==> src/design/rsm_pkg.sv <==
package rsm_pkg;

    // widths fixed by the record format
    localparam int CNT_W   = 16;
    localparam int COORD_W = 16;
    localparam int DELTA_W = COORD_W + 1;
    localparam int PART_W  = 32;
    localparam int NSUM    = 5;

    // moved sums stay below 2^51 in magnitude
    localparam int MOVED_W = 56;

    // shared multiplier operand and product widths
    localparam int SQ_W   = 2 * DELTA_W;
    localparam int OPA_W  = DELTA_W + 1;
    localparam int OPB_W  = SQ_W + 1;
    localparam int PROD_W = OPA_W + OPB_W;

    // defaults for top level parameters
    localparam int SUM_WIDTH_DEF   = 32;
    localparam int QUEUE_DEPTH_DEF = 2;

    // register map
    localparam int ADDR_W    = 4;
    localparam int REG_IDX_W = 2;
    localparam int DATA_W    = 32;
    localparam logic [REG_IDX_W-1:0] REG_BASE_X = 2'd0;
    localparam logic [REG_IDX_W-1:0] REG_BASE_Y = 2'd1;
    localparam logic [REG_IDX_W-1:0] REG_LIMIT  = 2'd2;
    localparam logic [CNT_W-1:0]     LIMIT_RESET = 16'h00FF;
    localparam logic [CNT_W-1:0]     CNT_MAX     = 16'hFFFF;

    // lane numbering of the five sums
    localparam int LANE_X  = 0;
    localparam int LANE_Y  = 1;
    localparam int LANE_XX = 2;
    localparam int LANE_YY = 3;
    localparam int LANE_XY = 4;

    // partial record after delta computation
    typedef struct packed {
        logic [CNT_W-1:0]          n;
        logic signed [DELTA_W-1:0] dx;
        logic signed [DELTA_W-1:0] dy;
        logic signed [PART_W-1:0]  sx;
        logic signed [PART_W-1:0]  sy;
        logic signed [PART_W-1:0]  sxx;
        logic signed [PART_W-1:0]  syy;
        logic signed [PART_W-1:0]  sxy;
    } part_t;

    // record moved onto the accumulator base
    typedef struct packed {
        logic [CNT_W-1:0]          n;
        logic signed [MOVED_W-1:0] mx;
        logic signed [MOVED_W-1:0] my;
        logic signed [MOVED_W-1:0] mxx;
        logic signed [MOVED_W-1:0] myy;
        logic signed [MOVED_W-1:0] mxy;
    } moved_t;

endpackage

==> src/design/rsm_fifo.sv <==
module rsm_fifo #(
    parameter int DEPTH = rsm_pkg::QUEUE_DEPTH_DEF
) (
    input  logic           aclk,
    input  logic           aresetn,
    input  logic           in_valid,
    output logic           in_ready,
    input  rsm_pkg::part_t in_item,
    output logic           out_valid,
    input  logic           out_ready,
    output rsm_pkg::part_t out_item
);

    localparam int PTR_W = (DEPTH > 1) ? $clog2(DEPTH) : 1;
    localparam int CNT_W = $clog2(DEPTH + 1);

    rsm_pkg::part_t   mem_reg [DEPTH];
    rsm_pkg::part_t   rd_data_reg;
    logic [PTR_W-1:0] wr_ptr_reg;
    logic [PTR_W-1:0] rd_ptr_reg;
    logic [PTR_W-1:0] rd_ptr_next;
    logic [CNT_W-1:0] cnt_reg;
    logic             push;
    logic             pop;

    assign in_ready  = cnt_reg != CNT_W'(DEPTH);
    assign out_valid = cnt_reg != '0;
    assign push      = in_valid && in_ready;
    assign pop       = out_valid && out_ready;
    assign out_item  = rd_data_reg;

    // read pointer after this cycle's pop
    assign rd_ptr_next = pop ? ((rd_ptr_reg == PTR_W'(DEPTH - 1)) ? '0 : rd_ptr_reg + 1'b1)
                             : rd_ptr_reg;

    // pointers and fill count
    always_ff @(posedge aclk) begin
        if (!aresetn) begin
            wr_ptr_reg <= '0;
            rd_ptr_reg <= '0;
            cnt_reg    <= '0;
        end else begin
            if (push) begin
                wr_ptr_reg <= (wr_ptr_reg == PTR_W'(DEPTH - 1)) ? '0 : wr_ptr_reg + 1'b1;
            end
            rd_ptr_reg <= rd_ptr_next;
            if (push && !pop) begin
                cnt_reg <= cnt_reg + 1'b1;
            end else if (pop && !push) begin
                cnt_reg <= cnt_reg - 1'b1;
            end
        end
    end

    // entry storage and head entry read, with bypass of a beat written to the head
    always_ff @(posedge aclk) begin
        if (push) begin
            mem_reg[wr_ptr_reg] <= in_item;
        end
        if (push && (wr_ptr_reg == rd_ptr_next)) begin
            rd_data_reg <= in_item;
        end else begin
            rd_data_reg <= mem_reg[rd_ptr_next];
        end
    end

endmodule

==> config.mk <==
export PLATFORM = sky130hd
export DESIGN_NAME = rsm_fifo
export DESIGN_NICKNAME = d
export VERILOG_FILES = /design/src/design/rsm_pkg.sv /design/src/design/rsm_fifo.sv
export SDC_FILE = /design/constraint.sdc
export NUM_CORES = 1
export LEC_CHECK = 0
export BUFFER_PORTS_ARGS = -buffer_cell sky130_fd_sc_hd__buf_2
export CORE_MARGIN = 5
export CORE_UTILIZATION = 30
export DETAILED_ROUTE_END_ITERATION = 16
export GPL_TIMING_DRIVEN = 0
export SETUP_SLACK_MARGIN = 0.15
export SYNTH_ARGS = -nofsm -noshare
export SYNTH_HDL_FRONTEND = slang
export SYNTH_SLANG_ARGS = --single-unit
export TNS_END_PERCENT = 20
==> constraint.sdc <==
create_clock -name aclk -period 19.2 [get_ports aclk]
set_input_delay 1.92 -clock aclk [delete_from_list [all_inputs] [get_ports aclk]]
set_output_delay 1.92 -clock aclk [all_outputs]
set_load 0.05 [all_outputs]
==> metrics.yaml <==
outcome:
  status: "finished, final reports clean"
grt:
  largest_net_degree_at_the_start_of_global_routing: 111
  globalRouteOverflowTotal: 0
  grt.total_usage_pct: 11.9
  grt_pass1_wl_mm: 51.7
  antenna_found_initial: 7
  via_count_of_the_first_global_routing_pass: 8656
logic_synthesis:
  post_synth_num_cell_types: 20
  leading_cell_types_by_count_after_synthesis: "sky130_fd_sc_hd__edfxtp_1 (420), sky130_fd_sc_hd__mux2_2 (210), sky130_fd_sc_hd__buf_6 (22)"
  netlist_area_pre_place_sq_um: 15500
  async_reset_ff_share_pct: 0
  post_synth_inst_count: 676
  synth_enable_flop_cells: 420
  synth_flop_type: "sky130_fd_sc_hd__edfxtp_1"
  yosys-top-cells-area: "sky130_fd_sc_hd__edfxtp_1 (82%), sky130_fd_sc_hd__mux2_2 (15%), sky130_fd_sc_hd__buf_6 (1.6%)"
  yosys.cell_count.top_type: "sky130_fd_sc_hd__edfxtp_1"
  yosysSeqAreaShare_pct: 82.2
  yosys_register_bits: 425
  synth_largest_type_area_fraction_pct: 81.5
  synthesis.area_per_instance_sq_um: 22.9
  ys_warn_count: 0
  syn-num-nets: 891
  synth_top_cell_by_area: "sky130_fd_sc_hd__edfxtp_1"
drt:
  totalWireLength_mm: 35.2
  routed-via-count: 8001
  first_pass_iters: 4
  route.detailed.vias_per_inst: 4.28
  antenna_left: 0
  wire_per_inst_um: 18.8
  detail_route.drc_violations: 0
  drt_first_iter_violations: 305
final_layout:
  fillers: 4731
  drive_above_1_share_pct: 61.8
  nNetsFinal: 1369
  largest_reg_flops: 420
  flow.area_growth_from_synthesis_pct: 29.8
placement:
  dp.final_hpwl_mm: 24.1
  numPortBuffers: 425
  routabilityCongestion: 0.745
  place_worst_setup_slack_ns: 15.31
clocking:
  clkLatencyLatePin_ns: 0.56
  tritoncts: "done"
  cts_htree_levels: 2
  cts-root-buf: "sky130_fd_sc_hd__clkbuf_16"
  post_cts.repair.setup_buffers: 0
  ctsLongestPathBuffers: 3
  numCtsBuffers: 47
  holdBufCountCts: 0
  reg_clk_slew_reported_paths_ns: 0.06
  cts-resized-gates: 0
  numClockSinks: 425
sta:
  final_max_slew_viol_count: 0
  skew_ns: 0.0159
  tightest_slew_ns: 0.899
  max_slew_margin_pct: 40.1
  grt_setup_unrepaired: "false"
  finalHoldViolations: 0
  setup_viol_count_final: 0
  finalSetupTns_ns: 0
  layout_setup_ws_ns: 15.24
  f_max_mhz: 252
  min_period_over_period_pct: 20.6
  layout_min_cycle_time_ns: 3.96
worst_setup_path:
  worstSetupEndpointType: "primary output"
  critical_path_required_ns: 17.28
  critPathLaunchType: "flip-flop"
  cp.arrival_ns: 2.04
  critical_path.max_fanout: 10
  crit_type: "reg2out"
power:
  max-vdd-ir-drop_v: 0.0000847
  sw_frac_of_total_pct: 37.1
  p_clk_share_pct: 27.6
  power.internal_w: 0.00200
  power_frac_comb_pct: 35.2
  p_per_area_nw_per_um2: 159
  seq_power_share_pct: 37.2
  power_leakage_nw: 7.40
  total_net_switching_power_w: 0.00118
floorplan:
  num_rows: 83
  dieWidth_um: 237
  floorplan.io_pins: 426
  floorplan.initialDensity_pct: 30.2
  die-area_sq_um: 56200
  placeableCoreArea_sq_um: 51200
  die_h_um: 237
min_path:
  worst_hold_path_type: "reg2reg"
job:
  max_cap_viol_count: 0
-- worst paths after layout --
kind         depth (start not counted)  slack (ns)        endpoint  startpoint
max                                  4       15.24   out_item[186]   flip-flop
min                                  1        0.45       flip-flop  rd_ptr_reg
max reg2reg                          4       16.79  mem_reg[1][96]  cnt_reg[0]
min reg2reg                          1        0.45       flip-flop  rd_ptr_reg
-- stage by stage --
step                total power, W  instances  hold WS [ns]  util [%]  cell area (sq um)
floorplan                  0.00209        676         0.425         -              15500
finish                     0.00318       1868         0.452      39.2              20100
global placement           0.00237       1781         0.438      36.0              18400
CTS                        0.00324       1865         0.459      39.2              20100
detailed placement         0.00234       1785         0.445      36.3              18600
global route               0.00331       1867         0.473      39.2              20100
-- layout by cell type, fill, tap and decap left out --
| cell type | instances |
|---|---|
| sky130_fd_sc_hd__a21bo_2 | 1 |
| sky130_fd_sc_hd__a21boi_0 | 1 |
| sky130_fd_sc_hd__a21boi_1 | 1 |
| sky130_fd_sc_hd__and2_1 | 3 |
| sky130_fd_sc_hd__and3_4 | 1 |
| sky130_fd_sc_hd__buf_16 | 4 |
| sky130_fd_sc_hd__buf_2 | 426 |
| sky130_fd_sc_hd__buf_6 | 22 |
| sky130_fd_sc_hd__bufinv_16 | 5 |
| sky130_fd_sc_hd__clkbuf_1 | 7 |
| sky130_fd_sc_hd__clkbuf_16 | 49 |
| sky130_fd_sc_hd__clkinv_1 | 9 |
| sky130_fd_sc_hd__clkinv_2 | 5 |
| sky130_fd_sc_hd__clkinv_4 | 1 |
| sky130_fd_sc_hd__clkinvlp_4 | 2 |
| sky130_fd_sc_hd__dfxtp_1 | 5 |
| sky130_fd_sc_hd__diode_2 | 3 |
| sky130_fd_sc_hd__edfxtp_1 | 420 |
| sky130_fd_sc_hd__ha_1 | 1 |
| sky130_fd_sc_hd__inv_6 | 2 |
| sky130_fd_sc_hd__inv_8 | 1 |
| sky130_fd_sc_hd__mux2_2 | 210 |
| sky130_fd_sc_hd__nand2b_4 | 1 |
| sky130_fd_sc_hd__nand3b_1 | 1 |
| sky130_fd_sc_hd__o21ai_0 | 1 |
| sky130_fd_sc_hd__o21ai_2 | 1 |
| sky130_fd_sc_hd__or2_2 | 1 |
| sky130_fd_sc_hd__or3_1 | 1 |
| sky130_fd_sc_hd__xnor2_1 | 2 |
| sky130_fd_sc_hd__xor2_1 | 1 |
-- logic make-up (layout without fill, tap and decap cells) --
| group | Yosys count | in the layout | synth area share [%] |
|---|---|---|---|
| compound gates | 5 | 5 | 0.251 |
| xor+xnor | 3 | 3 | 0.170 |
| simple gates | 8 | 8 | 0.380 |
| buf+inv | 24 | 533 | 1.66 |
| mux | 210 | 210 | 15.3 |
| fa+ha+maj | 1 | 1 | 0.0809 |
| other cells | 0 | 3 | 0 |
| flops | 425 | 425 | 82.2 |
-- power by group through the flow --
stage               Combinational, W  Sequential [W]  Clock, W
floorplan                   0.000864         0.00122         0
global placement             0.00113         0.00125         0
detailed placement           0.00114         0.00120         0
CTS                          0.00114         0.00119  0.000911
global route                 0.00117         0.00119  0.000952
finish                       0.00112         0.00118  0.000879
-- metal layers --
layer / track usage, % / share of wire [%] / vias to the layer above
li1: - / - / 3677
met1: 13.0 / 37 / 4009
met2: 21.6 / 53 / 233
met3: 4.16 / 7.3 / 72
met4: 3.99 / 2.5 / 10
met5: 0 / 0.16 / -
-- worst max-delay path, cell delays in order (launching register included) --
cell and delay (ns):
sky130_fd_sc_hd__dfxtp_1 0.41, sky130_fd_sc_hd__buf_6 0.23, sky130_fd_sc_hd__buf_6 0.22, sky130_fd_sc_hd__mux2_2 0.35, sky130_fd_sc_hd__buf_2 0.23
-- cell type report --
cell class	count	area (sq um)	area share [%]
antenna	3	7.51	0.0374
clock inverter	24	250	1.25
multi-input combinational	227	2510	12.5
inverter	1	11.3	0.0561
sequential	425	12700	63.3
buffer	23	253	1.26
clock buffer	56	1250	6.24
timing repair buffer	429	2240	11.1
tap	680	851	4.24
No activity file was read; power rests on OpenSTA's default activity.
