$ cat src/design/rsm_pkg.sv
package rsm_pkg;

    // widths fixed by the record format
    localparam int CNT_W   = 16;
    localparam int COORD_W = 16;
    localparam int DELTA_W = COORD_W + 1;
    localparam int PART_W  = 32;
    localparam int NSUM    = 5;

    // moved sums stay below 2^51 in magnitude
    localparam int MOVED_W = 56;

    // shared multiplier operand and product widths
    localparam int SQ_W   = 2 * DELTA_W;
    localparam int OPA_W  = DELTA_W + 1;
    localparam int OPB_W  = SQ_W + 1;
    localparam int PROD_W = OPA_W + OPB_W;

    // defaults for top level parameters
    localparam int SUM_WIDTH_DEF   = 32;
    localparam int QUEUE_DEPTH_DEF = 2;

    // register map
    localparam int ADDR_W    = 4;
    localparam int REG_IDX_W = 2;
    localparam int DATA_W    = 32;
    localparam logic [REG_IDX_W-1:0] REG_BASE_X = 2'd0;
    localparam logic [REG_IDX_W-1:0] REG_BASE_Y = 2'd1;
    localparam logic [REG_IDX_W-1:0] REG_LIMIT  = 2'd2;
    localparam logic [CNT_W-1:0]     LIMIT_RESET = 16'h00FF;
    localparam logic [CNT_W-1:0]     CNT_MAX     = 16'hFFFF;

    // lane numbering of the five sums
    localparam int LANE_X  = 0;
    localparam int LANE_Y  = 1;
    localparam int LANE_XX = 2;
    localparam int LANE_YY = 3;
    localparam int LANE_XY = 4;

    // partial record after delta computation
    typedef struct packed {
        logic [CNT_W-1:0]          n;
        logic signed [DELTA_W-1:0] dx;
        logic signed [DELTA_W-1:0] dy;
        logic signed [PART_W-1:0]  sx;
        logic signed [PART_W-1:0]  sy;
        logic signed [PART_W-1:0]  sxx;
        logic signed [PART_W-1:0]  syy;
        logic signed [PART_W-1:0]  sxy;
    } part_t;

    // record moved onto the accumulator base
    typedef struct packed {
        logic [CNT_W-1:0]          n;
        logic signed [MOVED_W-1:0] mx;
        logic signed [MOVED_W-1:0] my;
        logic signed [MOVED_W-1:0] mxx;
        logic signed [MOVED_W-1:0] myy;
        logic signed [MOVED_W-1:0] mxy;
    } moved_t;

endpackage

$ cat src/design/rsm_mover.sv
module rsm_mover (
    input  logic            aclk,
    input  logic            aresetn,
    input  logic            in_valid,
    output logic            in_ready,
    input  rsm_pkg::part_t  in_item,
    output logic            out_valid,
    input  logic            out_ready,
    output rsm_pkg::moved_t out_data
);

    localparam int MW = rsm_pkg::MOVED_W;
    localparam int PW = rsm_pkg::PROD_W;
    localparam int AW = rsm_pkg::OPA_W;
    localparam int BW = rsm_pkg::OPB_W;
    localparam int QW = rsm_pkg::SQ_W;
    localparam int DW = rsm_pkg::DELTA_W;
    localparam int SW = rsm_pkg::PART_W;
    localparam int NW = rsm_pkg::CNT_W;

    // product schedule
    localparam int STEP_W = 4;
    localparam logic [STEP_W-1:0] STEP_DXDX = 4'd0;
    localparam logic [STEP_W-1:0] STEP_DYDY = 4'd1;
    localparam logic [STEP_W-1:0] STEP_DXDY = 4'd2;
    localparam logic [STEP_W-1:0] STEP_NDX  = 4'd3;
    localparam logic [STEP_W-1:0] STEP_NDY  = 4'd4;
    localparam logic [STEP_W-1:0] STEP_NXX  = 4'd5;
    localparam logic [STEP_W-1:0] STEP_NYY  = 4'd6;
    localparam logic [STEP_W-1:0] STEP_NXY  = 4'd7;
    localparam logic [STEP_W-1:0] STEP_DXSX = 4'd8;
    localparam logic [STEP_W-1:0] STEP_DYSY = 4'd9;
    localparam logic [STEP_W-1:0] STEP_DXSY = 4'd10;
    localparam logic [STEP_W-1:0] STEP_DYSX = 4'd11;
    localparam logic [STEP_W-1:0] STEP_END  = 4'd12;

    typedef enum logic [3:0] {
        OP_PXX, OP_PYY, OP_PXY, OP_MX, OP_MY,
        OP_MXX, OP_MYY, OP_MXY, OP_MXX2, OP_MYY2
    } op_t;

    typedef enum logic [2:0] {
        MV_IDLE = 3'b001,
        MV_RUN  = 3'b010,
        MV_DONE = 3'b100
    } mv_state_t;

    mv_state_t              state_reg;
    logic [STEP_W-1:0]      step_reg;
    logic                   prod_valid_reg;
    op_t                    prod_op_reg;
    logic signed [PW-1:0]   prod_reg;
    logic signed [QW-1:0]   pxx_reg;
    logic signed [QW-1:0]   pyy_reg;
    logic signed [QW-1:0]   pxy_reg;
    rsm_pkg::part_t         item_reg;
    rsm_pkg::moved_t        moved_reg;

    logic signed [AW-1:0]   a_op;
    logic signed [BW-1:0]   b_op;
    op_t                    op;
    logic signed [PW-1:0]   prod;
    logic signed [MW-1:0]   prod_ext;
    logic signed [AW-1:0]   a_dx;
    logic signed [AW-1:0]   a_dy;
    logic signed [AW-1:0]   a_n;
    logic signed [BW-1:0]   b_dx;
    logic signed [BW-1:0]   b_dy;
    logic signed [BW-1:0]   b_sx;
    logic signed [BW-1:0]   b_sy;

    assign in_ready  = state_reg == MV_IDLE;
    assign out_valid = state_reg == MV_DONE;
    assign out_data  = moved_reg;

    // operand candidates, sign or zero extended
    assign a_dx = {{(AW - DW){item_reg.dx[DW-1]}}, item_reg.dx};
    assign a_dy = {{(AW - DW){item_reg.dy[DW-1]}}, item_reg.dy};
    assign a_n  = {{(AW - NW){1'b0}}, item_reg.n};
    assign b_dx = {{(BW - DW){item_reg.dx[DW-1]}}, item_reg.dx};
    assign b_dy = {{(BW - DW){item_reg.dy[DW-1]}}, item_reg.dy};
    assign b_sx = {{(BW - SW){item_reg.sx[SW-1]}}, item_reg.sx};
    assign b_sy = {{(BW - SW){item_reg.sy[SW-1]}}, item_reg.sy};

    // operand selection per step
    always_comb begin
        a_op = '0;
        b_op = '0;
        op   = OP_MX;
        case (step_reg)
            STEP_DXDX: begin a_op = a_dx; b_op = b_dx; op = OP_PXX;  end
            STEP_DYDY: begin a_op = a_dy; b_op = b_dy; op = OP_PYY;  end
            STEP_DXDY: begin a_op = a_dx; b_op = b_dy; op = OP_PXY;  end
            STEP_NDX:  begin a_op = a_n;  b_op = b_dx; op = OP_MX;   end
            STEP_NDY:  begin a_op = a_n;  b_op = b_dy; op = OP_MY;   end
            STEP_NXX: begin
                a_op = a_n;
                b_op = {pxx_reg[QW-1], pxx_reg};
                op   = OP_MXX;
            end
            STEP_NYY: begin
                a_op = a_n;
                b_op = {pyy_reg[QW-1], pyy_reg};
                op   = OP_MYY;
            end
            STEP_NXY: begin
                a_op = a_n;
                b_op = {pxy_reg[QW-1], pxy_reg};
                op   = OP_MXY;
            end
            STEP_DXSX: begin a_op = a_dx; b_op = b_sx; op = OP_MXX2; end
            STEP_DYSY: begin a_op = a_dy; b_op = b_sy; op = OP_MYY2; end
            STEP_DXSY: begin a_op = a_dx; b_op = b_sy; op = OP_MXY;  end
            STEP_DYSX: begin a_op = a_dy; b_op = b_sx; op = OP_MXY;  end
            default: begin
                a_op = '0;
                b_op = '0;
                op   = OP_MX;
            end
        endcase
    end

    // shared multiplier
    assign prod     = a_op * b_op;
    assign prod_ext = {{(MW - PW){prod_reg[PW-1]}}, prod_reg};

    // sequencer
    always_ff @(posedge aclk) begin
        if (!aresetn) begin
            state_reg      <= MV_IDLE;
            step_reg       <= '0;
            prod_valid_reg <= 1'b0;
        end else begin
            case (state_reg)
                MV_IDLE: begin
                    prod_valid_reg <= 1'b0;
                    if (in_valid) begin
                        step_reg  <= STEP_DXDX;
                        state_reg <= MV_RUN;
                    end
                end
                MV_RUN: begin
                    if (step_reg != STEP_END) begin
                        prod_valid_reg <= 1'b1;
                        step_reg       <= step_reg + 1'b1;
                    end else begin
                        prod_valid_reg <= 1'b0;
                        if (!prod_valid_reg) begin
                            state_reg <= MV_DONE;
                        end
                    end
                end
                MV_DONE: begin
                    if (out_ready) begin
                        state_reg <= MV_IDLE;
                    end
                end
                default: begin
                    state_reg <= MV_IDLE;
                end
            endcase
        end
    end

    // product register and accumulation of moved sums
    always_ff @(posedge aclk) begin
        if (state_reg == MV_RUN) begin
            prod_reg    <= prod;
            prod_op_reg <= op;
        end
        if (state_reg == MV_IDLE && in_valid) begin
            item_reg      <= in_item;
            moved_reg.n   <= in_item.n;
            moved_reg.mx  <= {{(MW - SW){in_item.sx[SW-1]}}, in_item.sx};
            moved_reg.my  <= {{(MW - SW){in_item.sy[SW-1]}}, in_item.sy};
            moved_reg.mxx <= {{(MW - SW){in_item.sxx[SW-1]}}, in_item.sxx};
            moved_reg.myy <= {{(MW - SW){in_item.syy[SW-1]}}, in_item.syy};
            moved_reg.mxy <= {{(MW - SW){in_item.sxy[SW-1]}}, in_item.sxy};
        end else if (prod_valid_reg) begin
            case (prod_op_reg)
                OP_PXX:  pxx_reg <= prod_reg[QW-1:0];
                OP_PYY:  pyy_reg <= prod_reg[QW-1:0];
                OP_PXY:  pxy_reg <= prod_reg[QW-1:0];
                OP_MX:   moved_reg.mx  <= moved_reg.mx + prod_ext;
                OP_MY:   moved_reg.my  <= moved_reg.my + prod_ext;
                OP_MXX:  moved_reg.mxx <= moved_reg.mxx + prod_ext;
                OP_MYY:  moved_reg.myy <= moved_reg.myy + prod_ext;
                OP_MXY:  moved_reg.mxy <= moved_reg.mxy + prod_ext;
                OP_MXX2: moved_reg.mxx <= moved_reg.mxx + (prod_ext <<< 1);
                OP_MYY2: moved_reg.myy <= moved_reg.myy + (prod_ext <<< 1);
                default: moved_reg.mx  <= moved_reg.mx;
            endcase
        end
    end

endmodule

$ cat config.mk
export PLATFORM = sky130hd
export DESIGN_NAME = rsm_mover
export DESIGN_NICKNAME = d
export VERILOG_FILES = /design/src/design/rsm_pkg.sv /design/src/design/rsm_mover.sv
export SDC_FILE = /design/constraint.sdc
export NUM_CORES = 2
export LEC_CHECK = 0
export BUFFER_PORTS_ARGS = -buffer_cell sky130_fd_sc_hd__clkbuf_2
export CAP_MARGIN = 15
export CORE_UTILIZATION = 60
export DETAILED_ROUTE_END_ITERATION = 7
export GPL_ROUTABILITY_DRIVEN = 0
export MAX_ROUTING_LAYER = met4
export PLACE_DENSITY = 0.8
export REMOVE_ABC_BUFFERS = 1
export SLEW_MARGIN = 20
export SYNTH_ARGS = -nofsm -noshare
export SYNTH_HDL_FRONTEND = slang
export SYNTH_SLANG_ARGS = --single-unit
$ cat constraint.sdc
create_clock -name aclk -period 10.15 [get_ports aclk]
set_input_delay 0 -clock aclk [delete_from_list [all_inputs] [get_ports aclk]]
set_output_delay 0 -clock aclk [all_outputs]
set_load 0.02 [all_outputs]
==> reports/results.ini <==
[outcome]
status=finished, violations left
failed_checks=design-rule violations

[cts]
clock_path_buffers=3
clockRootBuffer=clkbuf_16
clk_pin_slew_ns=0.08
htreeDepth=3
cts.sinks=561
cts_tree=built
insertion_delay_ns=0.68
cts_buffers=70

[global_routing]
grt_most_used_layer=met2
grt_remaining_overflow=0
grt_pass1_wl_um=339000
antenna_found_initial=10
grt_max_degree=132
use_met2=0.642
use_met3=0.145
grt_use_total=0.422
use_met1=0.475
grt_pass1_vias=59700

[worst_hold_path]
holdPathEnd=a_dx[6]$_DFFE_PP_
worstHoldStart=in_item[183]
hold_depth=2
hp-class=primary input to flip-flop

[floorplan]
fp-row-count=119
die_x_um=330
dieArea_um2=109000
core_area_um2=106000
start_util=0.608
io_pins=512
fp.dieH_um=330

[timing]
grt_setup_unrepaired=no
fin_crit_ns=9.60
worst-slew-pin-transition_ns=1.17
setup_violations=0
period_share=0.946
slew_violations=0
fin_skew_ns=0.0444
max_freq_ghz=0.104
slew_headroom=0.219
hold_violations=0

[synthesis]
synth_cells=7219
ys_ff_latch=561
avgSynthCellArea_um2=8.92
synth_warnings=0
synth_ff_type=edfxtp_1
ys_seq_area_frac=0.260
async_flop_share=0
syn_area_um2=64400
yosys.cell_types.count=102
synth-edff-count=553

[layout]
finalNetCount=9057
largest_reg_flops=296
final_layout_size_suffix_gt1_frac=0.101
final_area_um2=72600
area_growth_pct=12.7

[critical_path]
worst_path_most_repeated_cell=fa_1
end_kind=flip-flop
crit_type=flip-flop to flip-flop
r2r_start=step_reg[0]$_SDFFE_PN0P_
start_kind=flip-flop
r2r_cells=31
critical_path_required_ns=10.55
rrSetupSlack_ns=0.55
cpMaxStageDelayCell=a21oi_1
crit_path_start=step_reg[0]$_SDFFE_PN0P_
cp.arrival_ns=10.00
critPathMaxStageDelay_ns=0.83
crit_fanout=11
rr_endpoint=prod_reg[52]$_DFFE_PP_

[run]
cap_violations=0

[route]
drtPass1Iterations=8
ant_nets=0
num_vias=59700
drt_iter0_drc=7325
routed_wl_um=224000
vias_per_cell=6.50
drc=13
routedWlPerCell_um=24.3

[placement]
dp_hpwl_um=170000
placed_cell_area_um2=68000
port_buffers=511

## area by class of cell
type / instances / area, um^2
multi-input combinational: 5490 / 43400
fill: 7841 / 33300
sequential: 561 / 16800
timing repair buffer: 797 / 5250
inverter: 817 / 3070
clock buffer: 76 / 1770
tap: 1391 / 1740
clock inverter: 51 / 612
antenna: 12 / 30.0
## synthesized netlist by cell type, drive strengths merged (21+ instances only)
library cell	count	area, um^2
o211ai	22	170
clkbuf	309	1160
xor2	149	1310
xnor2	231	2020
o21ai	434	2180
nor2	669	2510
nand2	781	2930
a221oi	31	290
nand2b	64	400
fa	598	12000
ha	508	6360
a21oi	637	3210
and4	21	184
inv	817	3070
a21o	269	2020
and3	59	370
o21a	52	390
nand4	89	557
nor3	59	295
o21bai	75	563
and2	49	307
o31ai	44	368
buf	42	184
nand3	120	601
or3	33	218
a22oi	76	571
a211oi	59	453
a31oi	58	393
edfxtp	553	16600
nor2b	42	263
or2	21	131
## worst max-delay path: cells and delay by family, from the launching register on
kind / cells / cell delay, ns
xor+xnor: 1 / 0.08
buf+inv: 6 / 0.57
fa+ha+maj: 8 / 3.70
flops: 1 / 0.44
simple gates: 6 / 1.28
compound gates: 10 / 3.28
## how the worst max path moves through the flow
stage | endpoint | slack [ns] | cells after the start
finish | prod_reg[52]$_DFFE_PP_ | 0.55 | 31
global route | prod_reg[52]$_DFFE_PP_ | 0.12 | 34
CTS | prod_reg[52]$_DFFE_PP_ | 0.65 | 34
detailed placement | prod_reg[52]$_DFFE_PP_ | 0.71 | 34
global placement | prod_reg[52]$_DFFE_PP_ | 1.07 | 32
floorplan | pyy_reg[0]$_DFFE_PP_ | -6.84 | 6
## through the flow
step            util  setup slack [ns]  std cells  setup TNS, ns  hold slack [ns]
6_report       0.686             0.549       9195              0           0.0317
5_1_grt        0.686             0.123       9192              0           0.0336
4_1_cts        0.685             0.651       9183              0           0.0273
3_5_place_dp   0.643             0.708       8842              0            0.179
3_3_place_gp   0.643              1.07       8842              0            0.177
2_1_floorplan      -             -6.84       6868       -1457.92           0.0786
## cells in the final DEF, fill, tap and decap left out, types with 58 or more instances in the layout
master / netlist / layout
a21o_1: 269 / 269
a21oi_1: 634 / 634
a22oi_1: 76 / 74
and3_1: 58 / 58
buf_4: 2 / 71
clkbuf_16: 0 / 70
clkbuf_2: 2 / 511
dlygate4sd3_1: 0 / 214
edfxtp_1: 553 / 553
fa_1: 598 / 598
ha_1: 508 / 508
inv_1: 817 / 815
nand2_1: 781 / 778
nand2b_1: 64 / 64
nand3_1: 120 / 120
nand4_1: 89 / 89
nor2_1: 669 / 664
o21ai_0: 392 / 388
o21bai_1: 75 / 75
xnor2_1: 231 / 231
xor2_1: 149 / 149
## layer usage
layer | up-vias | part of all wire
li1 | 26100 | -
met3 | 1063 | 0.14
met5 | - | 0
met1 | 28300 | 0.34
met4 | 0 | 0.079
met2 | 4315 | 0.44
## cell families (layout without fill, tap and decap cells)
family	after synthesis	count (layout)	share of synthesized area
muxes	11	11	0.00171
and+or+nand+nor	2050	2050	0.141
buffers and inverters	1168	1741	0.0685
adders and majority gates	1107	1107	0.285
xor gates and xnor gates	380	380	0.0517
AOI/OAI and AO/OA	1942	1942	0.192
other	0	12	0
DFF	561	561	0.260
## repair_timing
action | in CTS | in global routing
setup buffers | 0 | 0
endpoints found under the hold margin | 320 | 0
hold buffers | 214 | 0
resized for setup | 0 | 0
endpoints found under the setup margin | 0 | 0
Power is left out: the tool's default activity adds up to more than one toggle a clock period on the data nets, which glitch-free logic cannot reach.
