===== src/design/rsm_pkg.sv =====
package rsm_pkg;

    // widths fixed by the record format
    localparam int CNT_W   = 16;
    localparam int COORD_W = 16;
    localparam int DELTA_W = COORD_W + 1;
    localparam int PART_W  = 32;
    localparam int NSUM    = 5;

    // moved sums stay below 2^51 in magnitude
    localparam int MOVED_W = 56;

    // shared multiplier operand and product widths
    localparam int SQ_W   = 2 * DELTA_W;
    localparam int OPA_W  = DELTA_W + 1;
    localparam int OPB_W  = SQ_W + 1;
    localparam int PROD_W = OPA_W + OPB_W;

    // defaults for top level parameters
    localparam int SUM_WIDTH_DEF   = 32;
    localparam int QUEUE_DEPTH_DEF = 2;

    // register map
    localparam int ADDR_W    = 4;
    localparam int REG_IDX_W = 2;
    localparam int DATA_W    = 32;
    localparam logic [REG_IDX_W-1:0] REG_BASE_X = 2'd0;
    localparam logic [REG_IDX_W-1:0] REG_BASE_Y = 2'd1;
    localparam logic [REG_IDX_W-1:0] REG_LIMIT  = 2'd2;
    localparam logic [CNT_W-1:0]     LIMIT_RESET = 16'h00FF;
    localparam logic [CNT_W-1:0]     CNT_MAX     = 16'hFFFF;

    // lane numbering of the five sums
    localparam int LANE_X  = 0;
    localparam int LANE_Y  = 1;
    localparam int LANE_XX = 2;
    localparam int LANE_YY = 3;
    localparam int LANE_XY = 4;

    // partial record after delta computation
    typedef struct packed {
        logic [CNT_W-1:0]          n;
        logic signed [DELTA_W-1:0] dx;
        logic signed [DELTA_W-1:0] dy;
        logic signed [PART_W-1:0]  sx;
        logic signed [PART_W-1:0]  sy;
        logic signed [PART_W-1:0]  sxx;
        logic signed [PART_W-1:0]  syy;
        logic signed [PART_W-1:0]  sxy;
    } part_t;

    // record moved onto the accumulator base
    typedef struct packed {
        logic [CNT_W-1:0]          n;
        logic signed [MOVED_W-1:0] mx;
        logic signed [MOVED_W-1:0] my;
        logic signed [MOVED_W-1:0] mxx;
        logic signed [MOVED_W-1:0] myy;
        logic signed [MOVED_W-1:0] mxy;
    } moved_t;

endpackage


===== src/design/rsm_merge.sv =====
module rsm_merge #(
    parameter int SUM_WIDTH = rsm_pkg::SUM_WIDTH_DEF
) (
    input  logic                          aclk,
    input  logic                          aresetn,
    input  logic                          in_valid,
    output logic                          in_ready,
    input  rsm_pkg::moved_t               in_data,
    input  logic [rsm_pkg::CNT_W-1:0]     limit,
    output logic                          m_valid,
    input  logic                          m_ready,
    output logic                          m_merged,
    output logic [rsm_pkg::CNT_W-1:0]     m_total_count,
    output logic signed [SUM_WIDTH-1:0]   m_total_sum_dx,
    output logic signed [SUM_WIDTH-1:0]   m_total_sum_dy,
    output logic signed [SUM_WIDTH-1:0]   m_total_sum_dxx,
    output logic signed [SUM_WIDTH-1:0]   m_total_sum_dyy,
    output logic signed [SUM_WIDTH-1:0]   m_total_sum_dxy
);

    localparam int MW    = rsm_pkg::MOVED_W;
    localparam int NW    = rsm_pkg::CNT_W;
    localparam int NSUM  = rsm_pkg::NSUM;
    localparam int NUM_W = (((SUM_WIDTH + 2) > MW) ? (SUM_WIDTH + 2) : MW) + 1;

    typedef enum logic [2:0] {
        MG_IDLE   = 3'b001,
        MG_DIV    = 3'b010,
        MG_COMMIT = 3'b100
    } mg_state_t;

    mg_state_t                  state_reg;
    logic                       out_valid_reg;
    logic                       merged_reg;
    logic [NW-1:0]              acc_count_reg;
    logic signed [SUM_WIDTH-1:0] acc_sum_reg [NSUM];
    logic [NW-1:0]              n_reg;
    logic                       scale_reg;
    logic signed [NUM_W-1:0]    num_reg [NSUM];
    logic signed [SUM_WIDTH-1:0] q_reg [NSUM];
    logic                       ok_reg;
    logic                       cross_reg;
    logic [NW-1:0]              cnt_new_reg;

    logic signed [MW-1:0]       moved_a [NSUM];
    logic signed [NUM_W-1:0]    num_next [NSUM];
    logic signed [SUM_WIDTH-1:0] q_next [NSUM];
    logic [NSUM-1:0]            lane_ok;
    logic signed [SUM_WIDTH-1:0] stored_next [NSUM];
    logic                       scale;
    logic [NW:0]                cnt_sum;
    logic [NW-1:0]              cnt_new;
    logic                       accept;

    assign in_ready = (state_reg == MG_IDLE) && !out_valid_reg;
    assign accept   = in_valid && in_ready;

    // result beat is the accumulator itself, stable while pending
    assign m_valid         = out_valid_reg;
    assign m_merged        = merged_reg;
    assign m_total_count   = acc_count_reg;
    assign m_total_sum_dx  = acc_sum_reg[rsm_pkg::LANE_X];
    assign m_total_sum_dy  = acc_sum_reg[rsm_pkg::LANE_Y];
    assign m_total_sum_dxx = acc_sum_reg[rsm_pkg::LANE_XX];
    assign m_total_sum_dyy = acc_sum_reg[rsm_pkg::LANE_YY];
    assign m_total_sum_dxy = acc_sum_reg[rsm_pkg::LANE_XY];

    assign moved_a[rsm_pkg::LANE_X]  = in_data.mx;
    assign moved_a[rsm_pkg::LANE_Y]  = in_data.my;
    assign moved_a[rsm_pkg::LANE_XX] = in_data.mxx;
    assign moved_a[rsm_pkg::LANE_YY] = in_data.myy;
    assign moved_a[rsm_pkg::LANE_XY] = in_data.mxy;

    // large accumulator meets small record
    assign scale = (acc_count_reg >= limit) && (in_data.n < limit);

    // saturating count and limit crossing
    assign cnt_sum = {1'b0, acc_count_reg} + {1'b0, n_reg};
    assign cnt_new = cnt_sum[NW] ? rsm_pkg::CNT_MAX : cnt_sum[NW-1:0];

    // per-sum lanes
    for (genvar k = 0; k < NSUM; k++) begin : g_lane
        localparam int SH = (k < 2) ? 1 : 2;
        localparam int DIV_M1 = (1 << SH) - 1;

        logic signed [NUM_W-1:0]     acc_ext;
        logic signed [NUM_W-1:0]     moved_ext;
        logic signed [NUM_W-1:0]     biased;
        logic signed [NUM_W-1:0]     qf;
        logic [NUM_W-SUM_WIDTH:0]    top;
        logic signed [SUM_WIDTH-1:0] cbias;
        logic signed [SUM_WIDTH-1:0] cdiv;

        // scaled accumulator plus moved sum
        assign acc_ext   = {{(NUM_W - SUM_WIDTH){acc_sum_reg[k][SUM_WIDTH-1]}},
                            acc_sum_reg[k]};
        assign moved_ext = {{(NUM_W - MW){moved_a[k][MW-1]}}, moved_a[k]};
        assign num_next[k] = (scale ? (acc_ext <<< SH) : acc_ext) + moved_ext;

        // exact division toward zero and range test
        assign biased = num_reg[k] + ((scale_reg && num_reg[k][NUM_W-1])
                        ? NUM_W'(DIV_M1) : NUM_W'(0));
        assign qf     = scale_reg ? (biased >>> SH) : biased;
        assign top    = qf[NUM_W-1:SUM_WIDTH-1];
        assign lane_ok[k] = ((&top) || !(|top))
                            && !(qf[NUM_W-1] && !(|qf[SUM_WIDTH-2:0]));
        assign q_next[k] = qf[SUM_WIDTH-1:0];

        // halving or quartering after crossing the limit
        assign cbias = q_reg[k] + (q_reg[k][SUM_WIDTH-1]
                       ? SUM_WIDTH'(DIV_M1) : SUM_WIDTH'(0));
        assign cdiv  = cbias >>> SH;
        assign stored_next[k] = cross_reg ? cdiv : q_reg[k];
    end

    // control and accumulator
    always_ff @(posedge aclk) begin
        if (!aresetn) begin
            state_reg     <= MG_IDLE;
            out_valid_reg <= 1'b0;
            merged_reg    <= 1'b0;
            acc_count_reg <= '0;
            for (int i = 0; i < NSUM; i++) begin
                acc_sum_reg[i] <= '0;
            end
        end else begin
            if (m_valid && m_ready) begin
                out_valid_reg <= 1'b0;
            end
            case (state_reg)
                MG_IDLE: begin
                    if (accept) begin
                        state_reg <= MG_DIV;
                    end
                end
                MG_DIV: begin
                    state_reg <= MG_COMMIT;
                end
                MG_COMMIT: begin
                    merged_reg    <= ok_reg;
                    out_valid_reg <= 1'b1;
                    state_reg     <= MG_IDLE;
                    if (ok_reg) begin
                        acc_count_reg <= cnt_new_reg;
                        for (int i = 0; i < NSUM; i++) begin
                            acc_sum_reg[i] <= stored_next[i];
                        end
                    end
                end
                default: begin
                    state_reg <= MG_IDLE;
                end
            endcase
        end
    end

    // datapath stages
    always_ff @(posedge aclk) begin
        if (accept) begin
            n_reg     <= in_data.n;
            scale_reg <= scale;
            for (int i = 0; i < NSUM; i++) begin
                num_reg[i] <= num_next[i];
            end
        end
        if (state_reg == MG_DIV) begin
            ok_reg      <= &lane_ok;
            cnt_new_reg <= cnt_new;
            cross_reg   <= (acc_count_reg < limit) && (cnt_new >= limit);
            for (int i = 0; i < NSUM; i++) begin
                q_reg[i] <= q_next[i];
            end
        end
    end

endmodule

===== config.mk =====
export PLATFORM = sky130hd
export DESIGN_NAME = rsm_merge
export DESIGN_NICKNAME = d
export VERILOG_FILES = /design/src/design/rsm_pkg.sv /design/src/design/rsm_merge.sv
export SDC_FILE = /design/constraint.sdc
export NUM_CORES = 2
export LEC_CHECK = 0
export ABC_CLOCK_PERIOD_IN_PS = 24200
export BUFFER_PORTS_ARGS = -buffer_cell sky130_fd_sc_hd__buf_2
export CAP_MARGIN = 25
export CORE_ASPECT_RATIO = 1.5
export CORE_MARGIN = 2
export CORE_UTILIZATION = 50
export CTS_BUF_LIST = sky130_fd_sc_hd__clkbuf_8
export CTS_CLUSTER_SIZE = 8
export DETAILED_ROUTE_END_ITERATION = 12
export GPL_ROUTABILITY_DRIVEN = 1
export PLACE_DENSITY_LB_ADDON = 0.25
export SYNTH_ARGS = -nofsm -noshare
export SYNTH_HDL_FRONTEND = slang
export SYNTH_SLANG_ARGS = --single-unit

===== constraint.sdc =====
create_clock -name aclk -period 24.2 [get_ports aclk]
set_clock_uncertainty 0.1 [all_clocks]
set_input_delay 3.63 -clock aclk [delete_from_list [all_inputs] [get_ports aclk]]
set_output_delay 3.63 -clock aclk [all_outputs]
set_load 0.01 [all_outputs]

==> metrics.txt <==
# TYPE chip_impl_metric gauge
chip_impl_info{name="outcome",value="finished, final reports clean"} 1
chip_impl_metric{name="synth_top_area_share",unit="%"} 34.8
chip_impl_info{name="min_path_type",value="flop to flop"} 1
chip_impl_metric{name="multiInputGateArea",unit="um2"} 34000
chip_impl_metric{name="post_drt_wl_per_cell",unit="um"} 20.8
chip_impl_info{name="cp-start-kind",value="input port"} 1
chip_impl_metric{name="initial_core_util",unit="%"} 50.4
chip_impl_metric{name="place.detailed.hpwl",unit="um"} 127000
chip_impl_metric{name="cp_data_required_time",unit="ps"} 24710
chip_impl_metric{name="place.detailed.instances",unit=""} 7773
chip_impl_metric{name="fp.coreArea",unit="um2"} 110000
chip_impl_metric{name="timing.final.hold_violations",unit=""} 0
chip_impl_metric{name="fin_nets",unit=""} 7132
chip_impl_metric{name="n_fill_cell",unit=""} 9963
chip_impl_metric{name="seq_area_frac_synth",unit="%"} 35.5
chip_impl_metric{name="seq_area",unit="um2"} 19600
chip_impl_metric{name="post_cts_resize_count",unit=""} 0
chip_impl_metric{name="fin_crit",unit="ps"} 11060
chip_impl_metric{name="max_cap_violations",unit=""} 0
chip_impl_metric{name="drt_wl_total",unit="um"} 166000
chip_impl_metric{name="numPortBuffers",unit=""} 494
chip_impl_metric{name="power.leakage",unit="nW"} 24.0
chip_impl_metric{name="max-vdd-ir-drop",unit="mV"} 0.0412
chip_impl_metric{name="grt_usage",unit="%"} 28.4
chip_impl_metric{name="place_congestion",unit=""} 0.968
chip_impl_metric{name="cts_inserted_buffers",unit=""} 108
chip_impl_metric{name="post_synth.cell_area_avg",unit="um2"} 9.09
chip_impl_metric{name="path_max_fanout",unit=""} 49
chip_impl_metric{name="p_per_area",unit="nW/um2"} 51.0
chip_impl_metric{name="detail-route-antenna-nets",unit=""} 0
chip_impl_info{name="layout.cells.most_common_list",value="640 x edfxtp_1, 516 x nand2_1, 497 x buf_2"} 1
chip_impl_info{name="cts_tree",value="done"} 1
chip_impl_metric{name="die_w",unit="um"} 276
chip_impl_metric{name="clock_tree.buffer_depth",unit=""} 3
chip_impl_metric{name="synth.lib_cells_used.distinct",unit=""} 101
chip_impl_metric{name="placed_area",unit="um2"} 58800
chip_impl_metric{name="rows",unit=""} 149
chip_impl_metric{name="drt_drc_violations_left",unit=""} 0
chip_impl_metric{name="synth.yosys.warnings",unit=""} 0
chip_impl_metric{name="via_per_inst",unit=""} 6.24
chip_impl_metric{name="grt_antenna_before_repair",unit=""} 34
chip_impl_metric{name="timing.final.max_slew_violations",unit=""} 0
chip_impl_metric{name="clock_pin_slew_reported_for_the_worst_setup_and_hold_paths_after_clock_tree_synthesis",unit="ps"} 70
chip_impl_metric{name="hold_buffers",unit=""} 0
chip_impl_metric{name="grt_first_pass_wirelength",unit="um"} 255000
chip_impl_metric{name="area_growth",unit="%"} 10.0
chip_impl_metric{name="syn-instance-count",unit=""} 6085
chip_impl_metric{name="synth-edff-count",unit=""} 640
chip_impl_info{name="library_cell_with_the_largest_summed_area_after_synthesis",value="edfxtp_1"} 1
chip_impl_metric{name="final_layout_size_suffix_gt1_share",unit="%"} 14.2
chip_impl_metric{name="final_area",unit="um2"} 60800
chip_impl_metric{name="final.hold.worst_slack",unit="ps"} 349
chip_impl_metric{name="min_period_over_period",unit="%"} 45.7
chip_impl_metric{name="mappedNetlistNets",unit=""} 6768
chip_impl_metric{name="synthesis.area",unit="um2"} 55300
chip_impl_metric{name="largest_register_ff_count",unit=""} 285
chip_impl_metric{name="insertion_delay",unit="ps"} 830
chip_impl_info{name="clock_root_buffer_master",value="clkbuf_8"} 1
chip_impl_metric{name="maximum_number_of_pins_on_one_net_before_global_route_repair",unit=""} 205
chip_impl_metric{name="postCtsSetupBuffers",unit=""} 0
chip_impl_metric{name="post_layout_nonfiller_instances",unit=""} 7980
chip_impl_metric{name="first_global_vias",unit=""} 47500
chip_impl_metric{name="setup-tns-final",unit="ps"} 0
chip_impl_metric{name="htree_num_levels",unit=""} 3
chip_impl_metric{name="ys_ff_latch",unit=""} 661
chip_impl_metric{name="synthArstFlopShare",unit="%"} 0
chip_impl_metric{name="vias",unit=""} 49800
chip_impl_metric{name="pin_count",unit=""} 495
chip_impl_info{name="netlist_top_cells_area",value="edfxtp_1 35%, ha_1 8.1%, xnor2_1 5.0%"} 1
chip_impl_info{name="worst-setup-path-type",value="input port to flop"} 1
chip_impl_metric{name="drt_iter0_markers",unit=""} 3763
chip_impl_metric{name="chip_height",unit="um"} 411
chip_impl_metric{name="grt_total_ovfl",unit=""} 0
chip_impl_metric{name="drt_pre_antenna_iters",unit=""} 6
chip_impl_metric{name="die_area",unit="um2"} 113000
chip_impl_metric{name="utilization",unit="%"} 55.4
chip_impl_info{name="most_common_library_cell_in_the_layout_ignoring_fill_and_taps",value="edfxtp_1"} 1
chip_impl_metric{name="max_slew.worst_pin.slew",unit="ps"} 1110
chip_impl_metric{name="final-setup-viol-count",unit=""} 0
chip_impl_metric{name="clock.fmax",unit="MHz"} 90.4
chip_impl_metric{name="clock-sinks",unit=""} 661
chip_impl_info{name="postSynth.topFlopCell",value="edfxtp_1"} 1
chip_impl_info{name="endpoint_kind",value="flop"} 1
chip_impl_metric{name="timing.critical_path.arrival",unit="ps"} 11570
chip_impl_info{name="rsz0062_at_grt",value="false"} 1
chip_impl_metric{name="relSlewSlack",unit="%"} 25.7
## stage by stage
| step | power (W) | setup slack, ps |
|---|---|---|
| 5_1_grt | 0.00325 | 12580 |
| 3_3_place_gp | 0.00215 | 12500 |
| 3_5_place_dp | 0.00216 | 12380 |
| 4_1_cts | 0.00312 | 13220 |
| 2_1_floorplan | 0.00196 | 9780 |
| 6_report | 0.00310 | 13140 |
## synthesized netlist by cell type, types with 71 or more instances
cell type,instances
ha_1,358
inv_1,164
nor2_1,495
a21oi_1,429
nor3_1,144
mux2i_1,81
nor4_1,86
a21o_1,199
mux2_2,175
nand4_1,177
a31oi_1,71
nand2_1,516
clkbuf_1,219
and3_1,127
o21ai_0,273
a211oi_1,98
xor2_1,189
nand3_1,288
edfxtp_1,640
xnor2_1,315
## cell families (layout without fill, tap and decap cells)
logic type	count (synthesis)	in the layout	synth area share, %
buffers and inverters	445	890	3.16
XOR/XNOR	504	504	7.98
AND/OR/NAND/NOR	2272	2272	21.0
AO/OA/AOI/OAI	1580	1580	18.9
multiplexers	256	256	5.03
other	0	16	0
flip-flops	661	661	35.5
adder cells (fa/ha/maj)	367	367	8.43
## per-layer routing
layer / vias to the layer above / GRT usage (%) / part of all wire (%) / wire [um]
li1: 23900 / - / - / -
met2: 1725 / 50.8 / 50 / 83700
met3: 415 / 4.39 / 6.0 / 10100
met4: 20 / 14.5 / 4.9 / 8120
met5: - / 0 / 0.069 / 115
met1: 23700 / 32.4 / 39 / 64200
## final cells by class
| cell class | count | area share, % |
|---|---|---|
| repair buffers | 533 | 4.58 |
| clock inverters | 79 | 0.738 |
| clock buffers | 112 | 2.53 |
| multi-input cells | 4979 | 55.8 |
| flip-flops and latches | 661 | 32.3 |
| diodes | 16 | 0.0658 |
| well taps | 1434 | 2.95 |
| inverters | 166 | 1.04 |
## critical path, stage by stage
cell and delay (ps):
buf_2 80, inv_1 60, ha_1 320, a21o_1 190, a21o_1 180, a211o_1 300, a21o_1 180, a21o_1 170
a21oi_1 130, o21ai_0 90, a21o_1 190, a21oi_1 240, a211o_4 580, buf_4 520, buf_4 580, mux2_2 410
ha_1 400, nand4_1 220, nor3_1 310, o2111ai_1 280, a311oi_1 690, o2111ai_1 200, a21oi_1 410, a41oi_1 270
a211oi_1 360, or4_1 160, o31ai_1 70, a221oi_1 210
## report_power, final
group	switching, W	internal, W
registers	0.000107	0.00137
logic	0.000401	0.000274
clock network	0.000487	0.000462
total	0.000995	0.00211
## worst paths after layout
kind | cells after the start | slack (ps) | to | startpoint
hold reg to reg | 1 | 350 | m_total_count[10] | cnt_new_reg[10]
setup reg to reg | 26 | 15740 | num_reg[0][110] | m_total_count[2]
setup / recovery | 28 | 13140 | num_reg[0][110] | limit[2]
hold / removal | 1 | 350 | m_total_count[10] | cnt_new_reg[10]
No activity file was read; power rests on OpenSTA's default activity.
